$ cat src/rtl/joint_trajectory_limiter_core_assert.svh
// Assertion macros used by the trajectory limiter controller.
`ifndef JOINT_TRAJECTORY_LIMITER_CORE_ASSERT_SVH
`define JOINT_TRAJECTORY_LIMITER_CORE_ASSERT_SVH

// Same-cycle implication, disabled during reset.
`define JTL_ASSERT_IMP(lbl, ante, cons) \
  lbl: assert property (@(posedge clk) disable iff (!rst_n) (ante) |-> (cons)) \
    else $error("same-cycle implication failed");

// Next-cycle implication, disabled during reset.
`define JTL_ASSERT_NXT(lbl, ante, cons) \
  lbl: assert property (@(posedge clk) disable iff (!rst_n) (ante) |=> (cons)) \
    else $error("next-cycle implication failed");

`endif

$ cat src/rtl/jtl_pkg.sv
// Shared types and codes of the joint trajectory limiter.
`default_nettype none
package jtl_pkg;

  localparam logic [1:0] OP_STEP = 2'd0;
  localparam logic [1:0] OP_SEED = 2'd1;
  localparam logic [1:0] OP_LOAD = 2'd2;

  localparam int DIV_W = 49;

  // Commands from the controller to the datapath.
  typedef struct packed {
    logic latch;
    logic prep;
    logic div_start;
    logic lim;
    logic clmp;
    logic mul;
    logic fin;
    logic push;
  } jtl_cmd_t;

  // Status from the datapath to the controller.
  typedef struct packed {
    logic step;
    logic div_done;
    logic out_free;
  } jtl_sts_t;

  // Clamp: minimum tested first, then maximum, so the maximum wins.
  function automatic logic signed [31:0] clamp32(input logic signed [31:0] v,
                                                 input logic signed [31:0] lo,
                                                 input logic signed [31:0] hi);
    logic signed [31:0] t;
    t = (v < lo) ? lo : v;
    return (t > hi) ? hi : t;
  endfunction

endpackage
`default_nettype wire

$ cat src/rtl/jtl_ctrl.sv
// Controller state machine sequencing one item through the datapath.
`default_nettype none
`include "joint_trajectory_limiter_core_assert.svh"
module jtl_ctrl (
  input  wire logic               clk,
  input  wire logic               rst_n,
  input  wire logic               in_valid,
  output logic                    in_ready,
  input  wire jtl_pkg::jtl_sts_t  sts,
  output jtl_pkg::jtl_cmd_t       cmd
);
  import jtl_pkg::*;

  localparam logic [2:0] S_IDLE = 3'd0;
  localparam logic [2:0] S_PREP = 3'd1;
  localparam logic [2:0] S_DIV  = 3'd2;
  localparam logic [2:0] S_LIM  = 3'd3;
  localparam logic [2:0] S_CLMP = 3'd4;
  localparam logic [2:0] S_MUL  = 3'd5;
  localparam logic [2:0] S_FIN  = 3'd6;
  localparam logic [2:0] S_OUT  = 3'd7;

  logic [2:0] state_r, state_nxt;

  // Advance through the step sequence; other opcodes and out-of-range joints go straight to output.
  always_comb begin
    state_nxt = state_r;
    cmd       = '0;
    unique case (state_r)
      S_IDLE: begin
        if (in_valid) begin
          cmd.latch = 1'b1;
          state_nxt = S_PREP;
        end
      end
      S_PREP: begin
        cmd.prep = 1'b1;
        if (sts.step) begin
          cmd.div_start = 1'b1;
          state_nxt     = S_DIV;
        end else begin
          state_nxt = S_OUT;
        end
      end
      S_DIV: begin
        if (sts.div_done) begin
          state_nxt = S_LIM;
        end
      end
      S_LIM: begin
        cmd.lim   = 1'b1;
        state_nxt = S_CLMP;
      end
      S_CLMP: begin
        cmd.clmp  = 1'b1;
        state_nxt = S_MUL;
      end
      S_MUL: begin
        cmd.mul   = 1'b1;
        state_nxt = S_FIN;
      end
      S_FIN: begin
        cmd.fin   = 1'b1;
        state_nxt = S_OUT;
      end
      S_OUT: begin
        if (sts.out_free) begin
          cmd.push  = 1'b1;
          state_nxt = S_IDLE;
        end
      end
      default: state_nxt = S_IDLE;
    endcase
  end

  always_ff @(posedge clk) begin
    if (!rst_n) begin
      state_r <= S_IDLE;
    end else begin
      state_r <= state_nxt;
    end
  end

  assign in_ready = (state_r == S_IDLE);

  `JTL_ASSERT_IMP(a_done_in_div, sts.div_done, state_r == S_DIV)
  `JTL_ASSERT_IMP(a_push_free, cmd.push, sts.out_free)
  `JTL_ASSERT_NXT(a_latch_prep, cmd.latch, state_r == S_PREP && !in_ready)

endmodule
`default_nettype wire

$ cat config.mk
export PLATFORM = sky130hd
export DESIGN_NAME = jtl_ctrl
export DESIGN_NICKNAME = d
export VERILOG_FILES = /design/src/rtl/jtl_pkg.sv /design/src/rtl/jtl_ctrl.sv
export VERILOG_INCLUDE_DIRS = /design/src /design/src/rtl
export SDC_FILE = /design/constraint.sdc
export NUM_CORES = 1
export LEC_CHECK = 0
export ABC_AREA = 1
export BUFFER_PORTS_ARGS = -buffer_cell sky130_fd_sc_hd__buf_2
export CORE_AREA = 5 5 42 44
export CTS_CLUSTER_DIAMETER = 80
export DETAILED_ROUTE_END_ITERATION = 12
export DIE_AREA = 0 0 47 49
export PLACE_DENSITY = 0.52
export SYNTH_ARGS = -nofsm -noshare
export SYNTH_HDL_FRONTEND = slang
export SYNTH_SLANG_ARGS = --single-unit
$ cat constraint.sdc
create_clock -name clk -period 2.6 [get_ports clk]
set_input_delay 0.78 -clock clk [delete_from_list [all_inputs] [get_ports clk]]
set_output_delay 0.78 -clock clk [all_outputs]
set_load 0.1 [all_outputs]
==> impl_metrics.tcl <==
set metrics [dict create \
    outcome "complete, no violations" \
    ys_top_cells_by_count "12 x inv_1, 7 x nand2_1, 4 x ha_1, 4 x nand2_2, 4 x nand3_1" \
    setup_viol 0 \
    crit_required_ps 1820 \
    synth.most_common_cell "inv_1" \
    grt_pass1_vias 349 \
    hold_viol 0 \
    hpwl_um 681 \
    routed_wl_um 756 \
    seqCellArea_um2 60.1 \
    rr_worst_depth 6 \
    final.fill_count 163 \
    end_kind "output port" \
    yosys_warnings 0 \
    finalNetCount 81 \
    die_area_mm2 0.00230 \
    largest_reg_flops 3 \
    synth_top_flop_cell "dfxtp_1" \
    slew_violations 0 \
    crit_path_max_fanout 4 \
    drive_above_1_share_pct 45.7 \
    cts.hold.buffers_added 0 \
    synth_seq_cells 3 \
    start_util_pct 24.3 \
    die_w_um 47 \
    multiInputGateArea_um2 253 \
    synth.largest_area_cell "dfxtp_1" \
    fin_crit_sh_pct 91.1 \
    synth_edf_count 0 \
    first_pass_iters 2 \
    synth_top_area_share_pct 17.6 \
    rsz0062_at_grt "false" \
    clk_latency_ps 240 \
    grt.total_usage_pct 8.03 \
    min_to "state_r[1]$_SDFFE_PN0P_" \
    cts_setup_buffers 0 \
    synthTopCellsByArea "dfxtp_1 18%, ha_1 15%, inv_1 13%" \
    top_regs "state_r x3" \
    cts_made_buffers 3 \
    period_minus_slack_ps 2370 \
    critical_path.startpoint_type "register" \
    ys_seq_area_share_pct 17.6 \
    drc 0 \
    ios 15 \
    syn_nets 62 \
    antenna_left 0 \
    antenna_cells 0 \
    rrSetupSlack_ps 1210 \
    grt_start_max_net_pins 10 \
    fin_tns_setup_ps 0 \
    relSlewSlack_pct 67.9 \
    synthArstFlopShare_pct 0 \
    avgSynthCellArea_um2 6.54 \
    gr-total-overflow 0 \
    min_path_type "register to register" \
    area_growth_pct 48.2 \
    portBuffers 14 \
    synthesis.area_um2 340 \
    vias 361 \
    die_y_um 49 \
    antenna_found_initial 0 \
    cts_sinks 3 \
    finish.utilization_pct 36.0 \
    cts-root-buf "clkbuf_4" \
    crit-reg2reg-launch "state_r[2]$_SDFFE_PN0P_" \
    largest-register "state_r" \
    timing_worst_slew_pin_value_ps 485 \
    hold_start "state_r[1]$_SDFFE_PN0P_" \
    postSynthCellCount 52 \
    worstReg2RegEnd "state_r[2]$_SDFFE_PN0P_" \
    critPathArrivalTime_ps 1590 \
    design.core.area_mm2 0.00140 \
    fmax_mhz 422 \
    worstSetupPathType "register to output port" \
    wire_per_inst_um 8.79 \
    synth.distinct_cells 16 \
    viasPerCell 4.20 \
    cts_tree "built" \
    skew_ps 2.97 \
    hold-path-cell-count 2 \
    cap_violations 0 \
    grt_pass1_wl_mm 1.34 \
    drt-initial-drc-count 7 \
    cts.htree.levels 1 \
    cts.clk_slew.worst_paths_ps 40 \
    cts_resized 0 \
    clockBufferDepth 2 \
    num_rows 14 \
    place_congestion 0.781 \
]
==> through the flow <==
step | instance area [um^2] | setup WS, ps | std cells | hold slack, ps
after floorplan | 377 | 220 | 52 | 476
after global placement | 478 | 368 | 82 | 504
after detailed placement | 478 | 349 | 82 | 508
after CTS | 504 | 206 | 86 | 513
after global routing | 504 | 132 | 86 | 528
final | 504 | 232 | 86 | 507
==> routing by layer <==
metal  global-route usage (%)  wire length [um]
met2                     12.2               394
met4                     5.53                17
met5                        0                 0
met1                     9.23               305
met3                     2.21                39
==> kinds of logic (layout without fill, tap and decap cells) <==
group,count (synthesis),in the layout,share of synthesized area (%)
flops,3,3,17.6
compound gates,4,4,5.88
simple gates,26,26,43.0
fa+ha+maj,4,4,14.7
buf+inv,15,33,18.7
==> placed cells by master, fill, tap and decap left out, types with 2 or more instances in the layout <==
| cell type | count |
|---|---|
| nor2_2 | 3 |
| nand3_1 | 4 |
| nor2_1 | 2 |
| dfxtp_1 | 3 |
| nand2_1 | 7 |
| a21oi_1 | 3 |
| nand2_2 | 4 |
| buf_2 | 13 |
| ha_1 | 4 |
| inv_2 | 2 |
| clkbuf_4 | 3 |
| nor3_4 | 3 |
| inv_1 | 12 |
==> final cells by class <==
type / instances / area share [%]
multi-input cells: 34 / 50.1
clock buffers: 4 / 5.21
inverters: 14 / 10.4
flip-flops and latches: 3 / 11.9
repair buffers: 15 / 18.4
well taps: 16 / 3.97
==> worst max-delay path, stage by stage, from the launching register on <==
cell     delay (ps)
dfxtp_1         330
inv_1            90
ha_1            230
inv_1           110
nor3_4          150
buf_2           440
==> worst max-delay path by stage <==
stage                                        from      to  slack (ps)  depth (start not counted)
after floorplan                            sts[0]  cmd[0]         220                          2
after global placement                     sts[2]  cmd[5]         370                          4
after detailed placement                   sts[2]  cmd[5]         350                          4
after CTS                 state_r[0]$_SDFFE_PN0P_  cmd[7]         210                          5
after global routing      state_r[0]$_SDFFE_PN0P_  cmd[7]         130                          5
final                     state_r[0]$_SDFFE_PN0P_  cmd[7]         230                          5
Power is not shown: default switching activity piles up to over one toggle a cycle in this logic, so the estimate is an artifact.
